**config.mk**
```make
export PLATFORM = sky130hd
export DESIGN_NAME = two_stack_queue_top
export DESIGN_NICKNAME = d
export VERILOG_FILES = /design/src/rtl/tsq_pkg.sv /design/src/rtl/tsq_dp.sv /design/src/rtl/tsq_ctrl.sv /design/src/rtl/two_stack_queue_top.sv
export SDC_FILE = /design/constraint.sdc
export NUM_CORES = 1
export LEC_CHECK = 0
export BUFFER_PORTS_ARGS = -buffer_cell sky130_fd_sc_hd__buf_2
export CORE_MARGIN = 1
export CORE_UTILIZATION = 65
export DETAILED_ROUTE_END_ITERATION = 8
export PLACE_DENSITY = 0.83
export SLEW_MARGIN = 20
export SYNTH_ARGS = -nofsm -noshare
export SYNTH_HDL_FRONTEND = slang
export SYNTH_SLANG_ARGS = --single-unit
export TNS_END_PERCENT = 30
```
**constraint.sdc**
```tcl
create_clock -name clk -period 10.35 [get_ports clk]
set_clock_uncertainty 0.1 [all_clocks]
set_input_delay 2.07 -clock clk [delete_from_list [all_inputs] [get_ports clk]]
set_output_delay 2.07 -clock clk [all_outputs]
set_load 0.01 [all_outputs]
```
**src/rtl/tsq_pkg.sv**
```systemverilog
// Shared types and constants for the two-stack queue.
// Used by the controller, the datapath and the top level; depends on nothing.
package tsq_pkg;

  // Entries in each stack.
  localparam int DEPTH = 8;
  // Count width holds 0..DEPTH; index width addresses DEPTH entries.
  localparam int CNT_W = $clog2(DEPTH + 1);
  localparam int PTR_W = (DEPTH > 1) ? $clog2(DEPTH) : 1;
  localparam int DATA_W = 32;

  // Request kinds carried by the mode input.
  localparam logic MODE_ENQ = 1'b0;
  localparam logic MODE_DEQ = 1'b1;

  typedef enum logic [2:0] {
    ST_IDLE,
    ST_XFER,
    ST_LOAD,
    ST_RESP
  } state_t;

  // Commands from the controller to the datapath.
  typedef struct packed {
    logic push;    // write data_in onto the input stack if it has room
    logic refuse;  // report a refused dequeue
    logic xfer;    // move entries from the input stack to the output stack
    logic pop;     // read the top of the output stack and drop it
    logic load;    // capture the popped value as the result
  } cmd_t;

  // Status from the datapath to the controller.
  typedef struct packed {
    logic in_empty;
    logic out_empty;
    logic xfer_done;
  } stat_t;

endpackage

```
**src/rtl/tsq_dp.sv**
```systemverilog
// Datapath of the two-stack queue: both stack memories, their counts and
// the result registers. Depends on tsq_pkg.
module tsq_dp (
  input  logic                           clk,
  input  logic                           rst,
  input  tsq_pkg::cmd_t                  cmd,
  input  logic signed [tsq_pkg::DATA_W-1:0] data_in,
  output tsq_pkg::stat_t                 stat,
  output logic                           ok,
  output logic signed [tsq_pkg::DATA_W-1:0] data_out,
  output logic                           is_empty
);

  logic [tsq_pkg::DATA_W-1:0] in_mem  [tsq_pkg::DEPTH];
  logic [tsq_pkg::DATA_W-1:0] out_mem [tsq_pkg::DEPTH];
  logic [tsq_pkg::DATA_W-1:0] in_rd;
  logic [tsq_pkg::DATA_W-1:0] out_rd;
  logic [tsq_pkg::CNT_W-1:0]  in_cnt;
  logic [tsq_pkg::CNT_W-1:0]  out_cnt;
  logic [tsq_pkg::CNT_W-1:0]  in_below;
  logic [tsq_pkg::CNT_W-1:0]  out_below;
  logic                       pend;
  logic                       in_empty;
  logic                       in_full;
  logic                       out_empty;
  logic                       do_push;
  logic                       xfer_rd;
  logic                       xfer_wr;

  // Occupancy flags and the address of each top entry.
  assign in_empty  = (in_cnt == '0);
  assign out_empty = (out_cnt == '0);
  assign in_full   = (in_cnt == tsq_pkg::CNT_W'(tsq_pkg::DEPTH));
  assign in_below  = in_cnt - 1'b1;
  assign out_below = out_cnt - 1'b1;

  // A transfer reads one input entry per cycle and writes it to the output stack in the next cycle.
  assign do_push = cmd.push && !in_full;
  assign xfer_rd = cmd.xfer && !in_empty;
  assign xfer_wr = cmd.xfer && pend;

  // Stack memories with registered reads of the top entries.
  always_ff @(posedge clk) begin
    if (do_push) begin
      in_mem[in_cnt[tsq_pkg::PTR_W-1:0]] <= data_in;
    end
    in_rd <= in_mem[in_below[tsq_pkg::PTR_W-1:0]];
    if (xfer_wr) begin
      out_mem[out_cnt[tsq_pkg::PTR_W-1:0]] <= in_rd;
    end
    out_rd <= out_mem[out_below[tsq_pkg::PTR_W-1:0]];
  end

  // Entry counts and the transfer pipeline flag.
  always_ff @(posedge clk) begin
    if (rst) begin
      in_cnt  <= '0;
      out_cnt <= '0;
      pend    <= 1'b0;
    end else begin
      pend <= xfer_rd;
      if (do_push) begin
        in_cnt <= in_cnt + 1'b1;
      end else if (xfer_rd) begin
        in_cnt <= in_below;
      end
      if (xfer_wr) begin
        out_cnt <= out_cnt + 1'b1;
      end else if (cmd.pop) begin
        out_cnt <= out_below;
      end
    end
  end

  // Result registers.
  always_ff @(posedge clk) begin
    if (cmd.push) begin
      ok       <= !in_full;
      data_out <= '0;
    end else if (cmd.refuse) begin
      ok       <= 1'b0;
      data_out <= '0;
    end else if (cmd.load) begin
      ok       <= 1'b1;
      data_out <= out_rd;
    end
  end

  assign is_empty = in_empty && out_empty;

  assign stat.in_empty  = in_empty;
  assign stat.out_empty = out_empty;
  assign stat.xfer_done = in_empty && !pend;

endmodule

```
**src/rtl/tsq_ctrl.sv**
```systemverilog
// Controller of the two-stack queue: sequences enqueue, transfer and pop.
// Depends on tsq_pkg; drives the datapath only through cmd_t.
module tsq_ctrl (
  input  logic           clk,
  input  logic           rst,
  input  logic           start,
  input  logic           mode,
  input  tsq_pkg::stat_t stat,
  output tsq_pkg::cmd_t  cmd,
  output logic           busy,
  output logic           done
);

  tsq_pkg::state_t state;
  tsq_pkg::state_t state_next;

  // State register.
  always_ff @(posedge clk) begin
    if (rst) begin
      state <= tsq_pkg::ST_IDLE;
    end else begin
      state <= state_next;
    end
  end

  // Next-state logic.
  always_comb begin
    state_next = state;
    case (state)
      tsq_pkg::ST_IDLE: begin
        if (start) begin
          if (mode == tsq_pkg::MODE_ENQ) begin
            state_next = tsq_pkg::ST_RESP;
          end else if (stat.in_empty && stat.out_empty) begin
            state_next = tsq_pkg::ST_RESP;
          end else if (!stat.out_empty) begin
            state_next = tsq_pkg::ST_LOAD;
          end else begin
            state_next = tsq_pkg::ST_XFER;
          end
        end
      end
      tsq_pkg::ST_XFER: begin
        if (stat.xfer_done) begin
          state_next = tsq_pkg::ST_LOAD;
        end
      end
      tsq_pkg::ST_LOAD: state_next = tsq_pkg::ST_RESP;
      tsq_pkg::ST_RESP: state_next = tsq_pkg::ST_IDLE;
      default:          state_next = tsq_pkg::ST_IDLE;
    endcase
  end

  // Output logic.
  always_comb begin
    cmd  = '0;
    busy = 1'b1;
    done = 1'b0;
    case (state)
      tsq_pkg::ST_IDLE: begin
        busy = 1'b0;
        if (start) begin
          if (mode == tsq_pkg::MODE_ENQ) begin
            cmd.push = 1'b1;
          end else if (stat.in_empty && stat.out_empty) begin
            cmd.refuse = 1'b1;
          end else if (!stat.out_empty) begin
            cmd.pop = 1'b1;
          end
        end
      end
      tsq_pkg::ST_XFER: begin
        // Pop in the same cycle the transfer drains.
        cmd.xfer = 1'b1;
        cmd.pop  = stat.xfer_done;
      end
      tsq_pkg::ST_LOAD: cmd.load = 1'b1;
      tsq_pkg::ST_RESP: done = 1'b1;
      default:          busy = 1'b1;
    endcase
  end

endmodule

```
**src/rtl/two_stack_queue_top.sv**
```systemverilog
// Top level of the two-stack queue: joins the controller and the datapath.
// Depends on tsq_pkg, tsq_ctrl and tsq_dp.
//
// Usage:
//   A request is taken at a rising edge with start high and busy low. mode
//   selects enqueue of data_in or dequeue of the oldest value. Each request
//   gives exactly one result: done is high for one cycle with ok, data_out
//   and is_empty valid, and busy stays high until that cycle has ended.
// Controller states, from the accepting edge to the cycle with done high:
//   Enqueue or refused dequeue: straight to ST_RESP.
//   Dequeue with a filled output stack: ST_LOAD, then ST_RESP.
//   Dequeue that first moves N entries: ST_XFER until the move drains,
//   then ST_LOAD and ST_RESP; the move runs one entry per cycle through the
//   registered read port of the input stack.
// Requests do not overlap: the next request is taken at the earliest
//   in the cycle after done.
// Reset: synchronous rst empties both stacks and returns to idle; stack
//   contents need no clearing since only entries below a count are read.
// The receiver cannot stall: each result is flagged by done for one cycle only.
module two_stack_queue_top (
  input  logic                               clk,
  input  logic                               rst,
  input  logic                               start,
  input  logic                               mode,
  input  logic signed [tsq_pkg::DATA_W-1:0]  data_in,
  output logic                               busy,
  output logic                               done,
  output logic                               ok,
  output logic signed [tsq_pkg::DATA_W-1:0]  data_out,
  output logic                               is_empty
);

  tsq_pkg::cmd_t  cmd;
  tsq_pkg::stat_t stat;

  // Sequencing.
  tsq_ctrl u_ctrl (
    .clk   (clk),
    .rst   (rst),
    .start (start),
    .mode  (mode),
    .stat  (stat),
    .cmd   (cmd),
    .busy  (busy),
    .done  (done)
  );

  // Storage and results.
  tsq_dp u_dp (
    .clk      (clk),
    .rst      (rst),
    .cmd      (cmd),
    .data_in  (data_in),
    .stat     (stat),
    .ok       (ok),
    .data_out (data_out),
    .is_empty (is_empty)
  );

endmodule

```
### Word level (Yosys, flattened, before mapping)

Memory sizes are Yosys's and may differ from the RTL's. A register that Yosys moved wholly into a read port is not among the register bits.
Index checks and enable logic that the tools add are counted.

| cells by class | value |
|---|---|
| multiplexer cells | 31 |
| equal/unequal tests | 6 |
| add/sub/neg operators | 4 |
| reductions and logical operators | 16 |

Operators by type and width:

| kind | number |
|---|---|
| two-way mux 1 bit | 18 |
| two-way mux 4 bit | 4 |
| two-way mux 3 bit | 4 |
| one-hot mux 3 bit (3 select lines) | 1 |
| adder 4 x 1 -> 4 bit (second input constant) | 2 |
| zero test 4 bit | 2 |
| subtractor 4 x 1 -> 4 bit (second input constant) | 2 |
| equality test 3 x 2 -> 1 bit (second input constant) | 2 |
| two-way mux 2 bit | 3 |
| logical AND 1 bit | 5 |
| equality test 4 bit (second input constant) | 1 |
| nonzero test 2 bit | 2 |
| equality test 3 x 1 -> 1 bit (second input constant) | 1 |
| zero test 1 bit | 3 |
| zero test 3 bit | 1 |
| nonzero test 3 bit | 1 |
| != test 2 x 1 -> 1 bit (second input constant) | 1 |
| != test 2 bit (second input constant) | 1 |
| one-hot mux 1 bit (2 select lines) | 1 |
| AND reduction 2 bit | 1 |
| OR reduction 2 bit | 1 |

| storage, ports and cells | value |
|---|---|
| memories kept | 2 |
| memory bits (writable) | 512 |
| register bits | 45 |
| word-level logic and storage cells | 65 |

Memories:

| name | depth | width | read ports | clocked after memory_dff | write ports | line | text |
|---|---|---|---|---|---|---|---|
| u_dp.in_mem | 8 | 32 | 1 | 1 | 1 | tsq_dp.sv:14 | `logic [tsq_pkg::DATA_W-1:0] in_mem [tsq_pkg::DEPTH];` |
| u_dp.out_mem | 8 | 32 | 1 | 1 | 1 | tsq_dp.sv:15 | `logic [tsq_pkg::DATA_W-1:0] out_mem [tsq_pkg::DEPTH];` |

### Depth between registers and ports, before layout

Gate-level depths: netlist (run 1).

| depth | value |
|---|---|
| depth in word-level cells | 9 |
| depth in mapped cells | 10 |
| depth with buffers taken out | 6 |

### Modules after synthesis

From an unflattened synthesis (run 1), not the netlist that was laid out.

| unflattened totals | value |
|---|---|
| cell total of the unflattened synthesis | 1046 |
| area, all modules | 22871.9 µm² |

By module, submodules not included:

| module | times used | cells an instance | area each (µm²) | seq. area each (µm²) |
|---|---|---|---|---|
| tsq_dp | 1 | 1018 | 22648.0 | 17506.8 |
| tsq_ctrl | 1 | 28 | 224.0 | 40.0 |

### Least setup slack after synthesis (run 1)

No wires, ideal clock.

| timing | value |
|---|---|
| kind | input port to flip-flop |
| start | input port mode |
| end | memory u_dp.in_mem[0][0] in the netlist's numbering (enable) |
| library setup time | 0.461 ns |
| stages | 3 |
| slack | 5.143 ns |
| arrival time | 4.646 ns |
| required time | 9.789 ns |
| path buffers | 0 |
| path through | and3b_1 > nand3b_1 > nor3_1 |

| on the way | value |
|---|---|
| cells in the longest elaborated chain, start to end | 6 |

Ends and longest elaborated chain:

| item | line | text |
|---|---|---|
| start, declared | two_stack_queue_top.sv:24 | `input logic mode,` |
| two-way mux 1 bit | tsq_ctrl.sv:63 | `if (mode == tsq_pkg::MODE_ENQ) begin` |
| two-way mux 2 bit | tsq_ctrl.sv:62 | `if (start) begin` |
| two-way mux 2 bit | tsq_ctrl.sv:59 | `case (state)` |
| logical AND 1 bit | tsq_dp.sv:38 | `assign do_push = cmd.push && !in_full;` |
| two-way mux 1 bit | tsq_dp.sv:44 | `if (do_push) begin` |
| two-way mux 1 bit (implied by the code) | tsq_dp.sv:45 | `in_mem[in_cnt[tsq_pkg::PTR_W-1:0]] <= data_in;` |
| end, declared | tsq_dp.sv:14 |  |

Every way passes these cells.

### Final worst setup path (run 1)

| timing | value |
|---|---|
| start | register u_dp.out_cnt[0] in the netlist's numbering |
| end | output port is_empty |

| on the way | value |
|---|---|
| cells in the longest elaborated chain, start to end | 2 |

Ends and longest elaborated chain:

| item | line | text |
|---|---|---|
| start, declared | tsq_dp.sv:19 | `logic [tsq_pkg::CNT_W-1:0] out_cnt;` |
| start signal, assigned | tsq_dp.sv:68 | `out_cnt <= out_cnt + 1'b1;` |
| start signal, assigned | tsq_dp.sv:70 | `out_cnt <= out_below;` |
| zero test 4 bit | tsq_dp.sv:32 | `assign out_empty = (out_cnt == '0);` |
| logical AND 1 bit | tsq_dp.sv:89 | `assign is_empty = in_empty && out_empty;` |
| end, declared | two_stack_queue_top.sv:30 | `output logic is_empty` |

Every way passes these cells.

==> metrics.cfg, run 1 <==
[status]
status=complete, no violations

[timing]
rsz0062_at_grt=false
slew_headroom_pct=27.4
fin_crit_ps=4630
setup_viol=0
tns_ps=0
period_share_pct=44.7
max_clock_freq_mhz=216
maxSlewViolCount=0
worstMarginPinSlew_ps=1090
finalHoldViolCount=0

[clock_tree]
cts_tree=yes
post_cts_buffers=0
hold_buffers=0
cts_buffers=58
clock-sinks=620
cts-resized-gates=0
clock_latency_ps=590
htreeDepth=2
clk_pin_slew_ps=60
cts_buffer_depth=3
cts_root_buf=clkbuf_16

[finish]
final_nets=1178
final_cells=1630
area_growth_pct=13.0
drive_above_1_share_pct=34.0
fin_area_mm2=0.0255
utilization_pct=75.2

[synth]
synth_compound_area_share_pct=0.582
synth_fa_ha_area_share_pct=0.499
synth_cell_type_count=46
synthTopCellsByArea=edfxtp_1, mux4_2, dfxtp_1, mux2_2, mux2i_1
postSynthCellCount=1028
ys_seq_area_share_pct=77.8
synth.top_cell.area_share_pct=68.3
yosys-top-cells-count=edfxtp_1, mux4_2, dfxtp_1, mux2_2, nor2_1
synth_top_family_by_area=multiplexers
synth_most_common_cell=edfxtp_1
synth_area_mm2=0.0226
synth_area_per_cell_um2=21.9
syn-num-nets=1073
yosys.area_share.simple_pct=1.99
synth-seq-cells=620
async_flop_share_pct=0
synth_xor_area_share_pct=0.155
synth_flop_cell=edfxtp_1
synth_top_area_cell=edfxtp_1
synthMuxAreaShare_pct=17.7
synth_edf_count=513
yosysWarnings=0

[place]
portBuffers=71
post-place-cells=1517
gp_congestion=0.786
placed_area_mm2=0.0235
hpwl_mm=21.9

[flow_run]
drv_cap=0

[floorplan]
start_util_pct=66.6
dieArea_mm2=0.0354
die_h_um=188
pin_count=72
fp-row-count=67
core_mm2=0.0339
die_w_um=188

[global_routing]
grt_pass1_vias=10500
grt_max_degree=65
antenna_found_initial=5
grt_overflow=0
gr-usage-all-layers_pct=24.1
grt_first_pass_wirelength_mm=63.0

[hold_path]
min_path_type=flop to flop
hold_depth=2

[setup_path]
path_depth=5
cp_slowest_cell=dfxtp_4
required_ps=8180
arrival_ps=2460
crit_fanout=39
crit_family=simple AND/OR/NAND/NOR gates
crit_type=flop to output pin
max_stage_delay_ps=560
path_buf_inv=2
end_kind=output pin
reg2reg_depth=5
startpoint_type=flop
cp_cell_sequence=inv_1 > ha_2 > or3b_4 > nor4b_4 > buf_2

[power_and_ir_drop]
p_leak_nw=8.33
ir_drop_uv=183
powerDensity_mw_per_mm2=270

[drt]
vias=10100
viasPerCell=6.18
drtIter0Drc=869
wl_per_cell_um=25.7
drcViolationCount=0
ant_nets=0
drt_wl_total_mm=41.9
drtPass1Iterations=5

[cell usage in the layout (no fill, tap or decap), types with 3 or more instances in the layout]
| cell type | n |
|---|---|
| nor2_4 | 9 |
| nor2_1 | 41 |
| mux2i_1 | 34 |
| nor2b_1 | 3 |
| clkbuf_1 | 22 |
| a21oi_1 | 3 |
| ha_2 | 3 |
| clkbuf_16 | 59 |
| nor3_2 | 6 |
| bufinv_16 | 5 |
| mux2_2 | 67 |
| nand2b_1 | 3 |
| nand2_1 | 10 |
| clkinv_2 | 9 |
| edfxtp_1 | 513 |
| nand3_1 | 3 |
| ha_1 | 6 |
| clkbuf_8 | 7 |
| buf_2 | 71 |
| buf_12 | 3 |
| mux4_2 | 128 |
| inv_1 | 10 |
| buf_4 | 17 |
| dfxtp_1 | 105 |
| clkinv_1 | 3 |
[per-stage QoR]
stage	hold slack [ps]	setup WS (ps)	power (mW)
2_1_floorplan	340	5140	4.37
3_3_place_gp	345	6070	4.77
3_5_place_dp	354	6030	4.82
4_1_cts	367	5670	6.93
5_1_grt	388	5570	7.13
6_report	366	5720	6.88
[area by class of cell]
class                   instances  area (µm²)
repair buffers                 92         571
flip-flops and latches        620       17600
well taps                     448         561
diodes                          1        2.50
inverters                      10        37.5
multi-input cells             351        4860
fillers                      1772        8390
clock buffers                  88        1660
clock inverters                20         231
[sequential cells by signal, indices dropped and copies added, names as in the netlist, 2 cells and up]
name	flops
u_ctrl.state	2
u_dp.data_out	32
u_dp.in_cnt	4
u_dp.in_mem	256
u_dp.in_rd	32
u_dp.out_cnt	4
u_dp.out_mem	256
u_dp.out_rd	32
[cells by family (layout without fill, tap and decap cells)]
kind of cell / after synthesis / count (layout)
DFF: 620 / 620
muxes: 230 / 230
and+or+nand+nor: 92 / 92
buffers and inverters: 57 / 210
AOI/OAI and AO/OA: 16 / 16
adders and majority gates: 9 / 9
xor gates and xnor gates: 4 / 4
other: 0 / 1
[where the power goes]
part | leakage, nW | switching [mW] | internal (mW)
sequential | 5.51 | 0.253 | 3.11
combinational | 1.89 | 0.725 | 0.713
clock | 0.923 | 0.863 | 1.22
total | 8.33 | 1.84 | 5.04
[final timing paths]
kind                                startpoint                        endpoint  slack, ps
setup / recovery  u_dp.out_cnt[0]$_SDFFE_PP0P_                        is_empty       5720
hold / removal         u_dp.out_rd[21]$_DFF_P_  u_dp.data_out[21]$_SDFFE_PP0P_        370
hold reg to reg        u_dp.out_rd[21]$_DFF_P_  u_dp.data_out[21]$_SDFFE_PP0P_        370
setup reg to reg   u_dp.in_cnt[0]$_SDFFE_PP0P_           u_dp.in_rd[3]$_DFF_P_       7050
[per-layer routing]
metal,global-route usage [%],vias to the layer above,share of wire [%]
li1,-,4392,-
met1,33.3,5246,40
met2,40.9,359,52
met3,3.84,67,6.2
met4,6.04,6,1.8
met5,0,-,0.074
[tightest hold or removal path: cells and delay by family, from the launching register on]
kind             cells  cell delay (ps)
DFF                  1              300
and+or+nand+nor      1               70
muxes                1               60
Power figures use the tool's default switching activity.
==> run 2: changes to the inputs <==
--- a/config.mk
+++ b/config.mk
@@ -5,11 +5,12 @@
 export SDC_FILE = /design/constraint.sdc
 export NUM_CORES = 1
 export LEC_CHECK = 0
+export ABC_AREA = 1
 export BUFFER_PORTS_ARGS = -buffer_cell sky130_fd_sc_hd__buf_2
 export CORE_MARGIN = 1
-export CORE_UTILIZATION = 65
+export CORE_UTILIZATION = 61
 export DETAILED_ROUTE_END_ITERATION = 8
-export PLACE_DENSITY = 0.83
+export PLACE_DENSITY = 0.78
 export SLEW_MARGIN = 20
 export SYNTH_ARGS = -nofsm -noshare
 export SYNTH_HDL_FRONTEND = slang
==> constraint.sdc (replaced) <==
create_clock -name clk -period 4.27 [get_ports clk]
set_clock_uncertainty 0.1 [all_clocks]
set_input_delay 0.854 -clock clk [delete_from_list [all_inputs] [get_ports clk]]
set_output_delay 0.854 -clock clk [all_outputs]
set_load 0.01 [all_outputs]
==> metrics.cfg, run 2 <==
[status]
status=complete, no violations

[finish]
final_cells=2347
final_nets=1829
fillers=2492
multiInputGateArea_mm2=0.00512
drive_above_1_share_pct=13.6
seq_area_mm2=0.0176
final_common_cell=edfxtp_1
fin_area_mm2=0.0259
area_growth_pct=11.6
final_cell_mix=edfxtp_1, nand2_1, nor2_1

[synth]
synth_top_area_cell=edfxtp_1
synth_cell_type_count=32
synth_area_mm2=0.0232
yosys-top-cells-count=edfxtp_1, nand2_1, nor2_1, o21ai_0, o22ai_1
synth_area_per_cell_um2=13.5
ys_seq_area_share_pct=75.6
async_flop_share_pct=0
synth-seq-cells=620
synth.top_cell.area_share_pct=66.3
synth_flop_cell=edfxtp_1
yosysWarnings=0
postSynthCellCount=1726
syn-num-nets=1771
synth_most_common_cell=edfxtp_1
synth_edf_count=513
synthTopCellsByArea=edfxtp_1, dfxtp_1, nand2_1, o21ai_0, nor2_1

[clock_tree]
cts_buffer_depth=3
cts_buffers=59
post_cts_buffers=0
cts-resized-gates=0
cts_tree=yes
clock-sinks=620
hold_buffers=0
cts_root_buf=clkbuf_16
htreeDepth=2
clock_latency_ps=600
clk_pin_slew_ps=60

[power_and_ir_drop]
power.switching_mw=7.03
powerDensity_mw_per_mm2=752
ir_drop_uv=732
total_power_mw=19.5
p_clk_share_pct=25.7
p_seq_share_pct=42.5
p_leak_nw=8.95
swShare_pct=36.1
p_int_mw=12.5
pwr-share-comb_pct=31.8

[hold_path]
holdPathEnd=u_dp.data_out[31]$_SDFFE_PP0P_
min_path_type=flop to flop
hold_depth=2
hp-start=u_dp.out_rd[31]$_DFF_P_

[setup_path]
r2r_setup_slack_ps=1190
timing.rr.start=u_dp.in_cnt[0]$_SDFFE_PP0P_
end_kind=flop
crit_fanout=44
arrival_ps=3270
r2r_end=u_dp.in_mem[1][3]$_DFFE_PP_
crit_type=flop to flop
reg2reg_depth=8
required_ps=4460
startpoint_type=flop

[floorplan]
fp-row-count=71
dieArea_mm2=0.0389
start_util_pct=61.8
pin_count=72
die_w_um=197
core_mm2=0.0376
die_h_um=197

[timing]
setup_viol=0
period_share_pct=72.1
slew_headroom_pct=27.2
fin_crit_ps=3080
worstMarginPinSlew_ps=1090
finalHoldViolCount=0
whs_ps=352
maxSlewViolCount=0
tns_ps=0
max_clock_freq_mhz=325
rsz0062_at_grt=false

[global_routing]
grt_pass1_vias=13500
gr-usage-all-layers_pct=24.7
grt_first_pass_wirelength_mm=72.9
grt_max_degree=93
grt_overflow=0
antenna_found_initial=1

[drt]
drcViolationCount=0
vias=13600
ant_nets=0
drtIter0Drc=1331
drt_wl_total_mm=47.0
viasPerCell=5.81
wl_per_cell_um=20.0
drtPass1Iterations=5

[place]
placed_area_mm2=0.0240
post-place-cells=2233
hpwl_mm=25.7
gp_congestion=0.797
portBuffers=71

[flow_run]
drv_cap=0

[run 2: cell types whose count changed in the layout (fill, tap and decap cells not counted), moves of 9 or more]
cell,previous run,this run
a21oi_2,0,29
buf_4,17,26
mux2_2,67,0
mux2i_1,34,64
mux4_2,128,0
nand2_1,10,292
nor2_1,41,207
o21ai_0,0,183
o21ai_1,1,16
o22ai_1,0,129
[run 2: worst max-delay path: stages (launching register included)]
cell and delay, ps:
dfxtp_4 620, clkinv_2 170, ha_1 320, nand3_1 130, nand2_2 140, inv_2 130, nand2_1 180, nor2_4 600
buf_4 360
[run 2: how the worst max path moves through the flow]
stage          cells past startpoint  slack (ps)                            to                         from
3_5_place_dp                       8        1160  u_dp.in_mem[1][31]$_DFFE_PP_  u_dp.in_cnt[0]$_SDFFE_PP0P_
5_1_grt                            8         970   u_dp.in_mem[1][3]$_DFFE_PP_  u_dp.in_cnt[0]$_SDFFE_PP0P_
2_1_floorplan                     10          60   u_dp.in_mem[6][0]$_DFFE_PP_  u_dp.in_cnt[0]$_SDFFE_PP0P_
6_report                           8        1190   u_dp.in_mem[1][3]$_DFFE_PP_  u_dp.in_cnt[0]$_SDFFE_PP0P_
4_1_cts                            8        1110   u_dp.in_mem[1][3]$_DFFE_PP_  u_dp.in_cnt[0]$_SDFFE_PP0P_
3_3_place_gp                       8        1300  u_dp.in_mem[1][31]$_DFFE_PP_  u_dp.in_cnt[0]$_SDFFE_PP0P_
[run 2: layout make-up]
class / count / area share, %
well taps: 511 / 2.47
clock inverters: 27 / 0.913
inverters: 22 / 0.324
repair buffers: 101 / 2.46
multi-input cells: 980 / 19.8
clock buffers: 83 / 6.28
flip-flops and latches: 620 / 67.8
diodes: 3 / 0.0290
[run 2: per-stage QoR]
step                      utilization, %  setup WS, ps
after CTS                           68.9          1110
after global routing                68.9           973
after floorplan                        -          64.8
final                               68.9          1190
after detailed placement            63.9          1160
after global placement              63.8          1300
[run 2: power groups by stage]
stage	clock network [mW]	logic, mW	registers (mW)
2_1_floorplan	0	4.70	8.08
3_3_place_gp	0	5.88	8.33
3_5_place_dp	0	6.11	8.38
4_1_cts	5.09	6.21	8.26
5_1_grt	5.33	6.90	8.34
6_report	5.02	6.20	8.28
[run 2: layer usage]
metal	share of wire, %	global-route usage, %
met1	41	33.6
met2	49	40.8
met3	7.7	4.18
met4	2.1	7.98
met5	0	0
[run 2: cells by family (layout without fill, tap and decap cells)]
family | count (synthesis) | after routing | share of synthesized area [%]
fa+ha+maj | 9 | 9 | 0.485
flops | 620 | 620 | 75.6
buf+inv | 126 | 233 | 2.95
mux | 64 | 64 | 2.76
simple gates | 534 | 534 | 8.84
xor+xnor | 4 | 4 | 0.264
other cells | 0 | 3 | 0
compound gates | 369 | 369 | 9.14
==> run 3: changes to the inputs <==
--- a/config.mk
+++ b/config.mk
@@ -8,9 +8,9 @@
 export ABC_AREA = 1
 export BUFFER_PORTS_ARGS = -buffer_cell sky130_fd_sc_hd__buf_2
 export CORE_MARGIN = 1
-export CORE_UTILIZATION = 61
+export CORE_UTILIZATION = 55
 export DETAILED_ROUTE_END_ITERATION = 8
-export PLACE_DENSITY = 0.78
+export PLACE_DENSITY = 0.75
 export SLEW_MARGIN = 20
 export SYNTH_ARGS = -nofsm -noshare
 export SYNTH_HDL_FRONTEND = slang
==> constraint.sdc (replaced) <==
create_clock -name clk -period 2.8 [get_ports clk]
set_clock_uncertainty 0.1 [all_clocks]
set_input_delay 0.56 -clock clk [delete_from_list [all_inputs] [get_ports clk]]
set_output_delay 0.56 -clock clk [all_outputs]
set_load 0.01 [all_outputs]
==> metrics.cfg, run 3 (same netlist as run 2, synthesis figures left out) <==
[clock_tree]
cts_root_buf=clkbuf_16
clock_latency_ps=600
cts_buffers=58
cts-resized-gates=0
hold_buffers=0
clk_pin_slew_ps=60
post_cts_buffers=0
cts_buffer_depth=3
htreeDepth=2
clock-sinks=620
cts_tree=yes

[finish]
final_nets=1840
fillers=2891
utilization_pct=64.0
area_growth_pct=13.5
final_cells=2376
drive_above_1_share_pct=14.6
final_cell_mix=edfxtp_1, nand2_1, nor2_1
fin_area_mm2=0.0264
diodes=0
final_common_cell=edfxtp_1

[drt]
drcViolationCount=0
drtPass1Iterations=5
wl_per_cell_um=19.7
drtIter0Drc=1310
drt_wl_total_mm=46.8
vias=13700
viasPerCell=5.76
ant_nets=0

[status]
status=complete, no violations

[timing]
tns_ps=0
setup_viol=0
max_clock_freq_mhz=405
finalHoldViolCount=0
slew_headroom_pct=45.1
final.setup.worst_slack_ps=332
maxSlewViolCount=0
worstMarginPinSlew_ps=824
period_share_pct=88.1
fin_crit_ps=2470
rsz0062_at_grt=false
whs_ps=64.9

[setup_path]
arrival_ps=1810
startpoint_type=flop
cp_slowest_cell=dfxtp_1
cp_cell_sequence=inv_1 > ha_1 > nand2_1 > nor2_2 > buf_2
max_stage_delay_ps=350
end_kind=output pin
crit_type=flop to output pin
crit_fanout=5
required_ps=2140

[place]
pre_cts_slack_ps=456
post-place-cells=2267
placed_area_mm2=0.0243
gp_congestion=0.775
portBuffers=71
hpwl_mm=26.2

[hold_path]
min_path_type=input pin to flop

[flow_run]
drv_cap=0

[floorplan]
dieArea_mm2=0.0430
die_w_um=207
pin_count=72
fp-row-count=74
die_h_um=207
start_util_pct=56.4
core_mm2=0.0412

[power_and_ir_drop]
p_seq_share_pct=40.7
p_clk_share_pct=26.6
p_int_mw=19.7
total_power_mw=30.7
ir_drop_uv=944
powerDensity_mw_per_mm2=1160
power.switching_mw=11.0
pwr-share-comb_pct=32.7
p_leak_nw=9.14
swShare_pct=35.8

[global_routing]
antenna_found_initial=0
grt_pass1_vias=13000
grt_first_pass_wirelength_mm=72.2
gr-usage-all-layers_pct=21.6
grt_overflow=0
grt_max_degree=132

## run 3: cell count changes in the layout (fill, tap and decap cells not counted)
cell,before,now
buf_16,1,0
clkinv_1,6,7
buf_12,3,18
clkbuf_8,6,8
clkbuf_1,18,8
bufinv_16,4,9
buf_4,26,24
inv_8,0,1
nor3_4,0,2
nor3_2,2,0
diode_2,3,0
## run 3: metal layers
metal	vias up	global-route usage, %	part of all wire (%)
li1	6393	-	-
met1	6681	29.9	43
met2	525	35.2	48
met3	77	3.63	7.1
met4	0	6.87	2.0
met5	-	0	0
## run 3: worst paths after layout
| kind | from | endpoint | slack [ps] | depth (start not counted) |
|---|---|---|---|---|
| setup / recovery | u_dp.in_cnt[1]$_SDFFE_PP0P_ | is_empty | 330 | 5 |
| hold / removal | rst | u_dp.out_cnt[1]$_SDFFE_PP0P_ | 60 | 2 |
| setup reg to reg | u_dp.in_cnt[1]$_SDFFE_PP0P_ | u_dp.in_mem[2][28]$_DFFE_PP_ | 420 | 9 |
| hold reg to reg | u_dp.out_rd[31]$_DFF_P_ | u_dp.data_out[31]$_SDFFE_PP0P_ | 350 | 2 |
## run 3: power groups by stage
| stage | Clock, mW | Combinational, mW | Sequential (mW) |
|---|---|---|---|
| 3_5_place_dp | 0 | 9.92 | 12.6 |
| 2_1_floorplan | 0 | 7.17 | 12.3 |
| 6_report | 8.17 | 10.0 | 12.5 |
| 5_1_grt | 8.65 | 11.1 | 12.6 |
| 3_3_place_gp | 0 | 9.61 | 12.6 |
| 4_1_cts | 8.30 | 10.0 | 12.5 |
## run 3: cell type report
type / instances / area, µm² / share of cell area, %
clock buffers: 75 / 1620 / 6.13
repair buffers: 113 / 896 / 3.40
flip-flops and latches: 620 / 17600 / 66.6
clock inverters: 34 / 402 / 1.52
inverters: 22 / 83.8 / 0.318
well taps: 532 / 666 / 2.53
multi-input cells: 980 / 5130 / 19.5
## run 3: critical path: cells and delay by family (launching register included)
kind,cells,cell delay [ps]
buffers and inverters,2,330
DFF,1,350
and+or+nand+nor,2,200
adders and majority gates,1,330
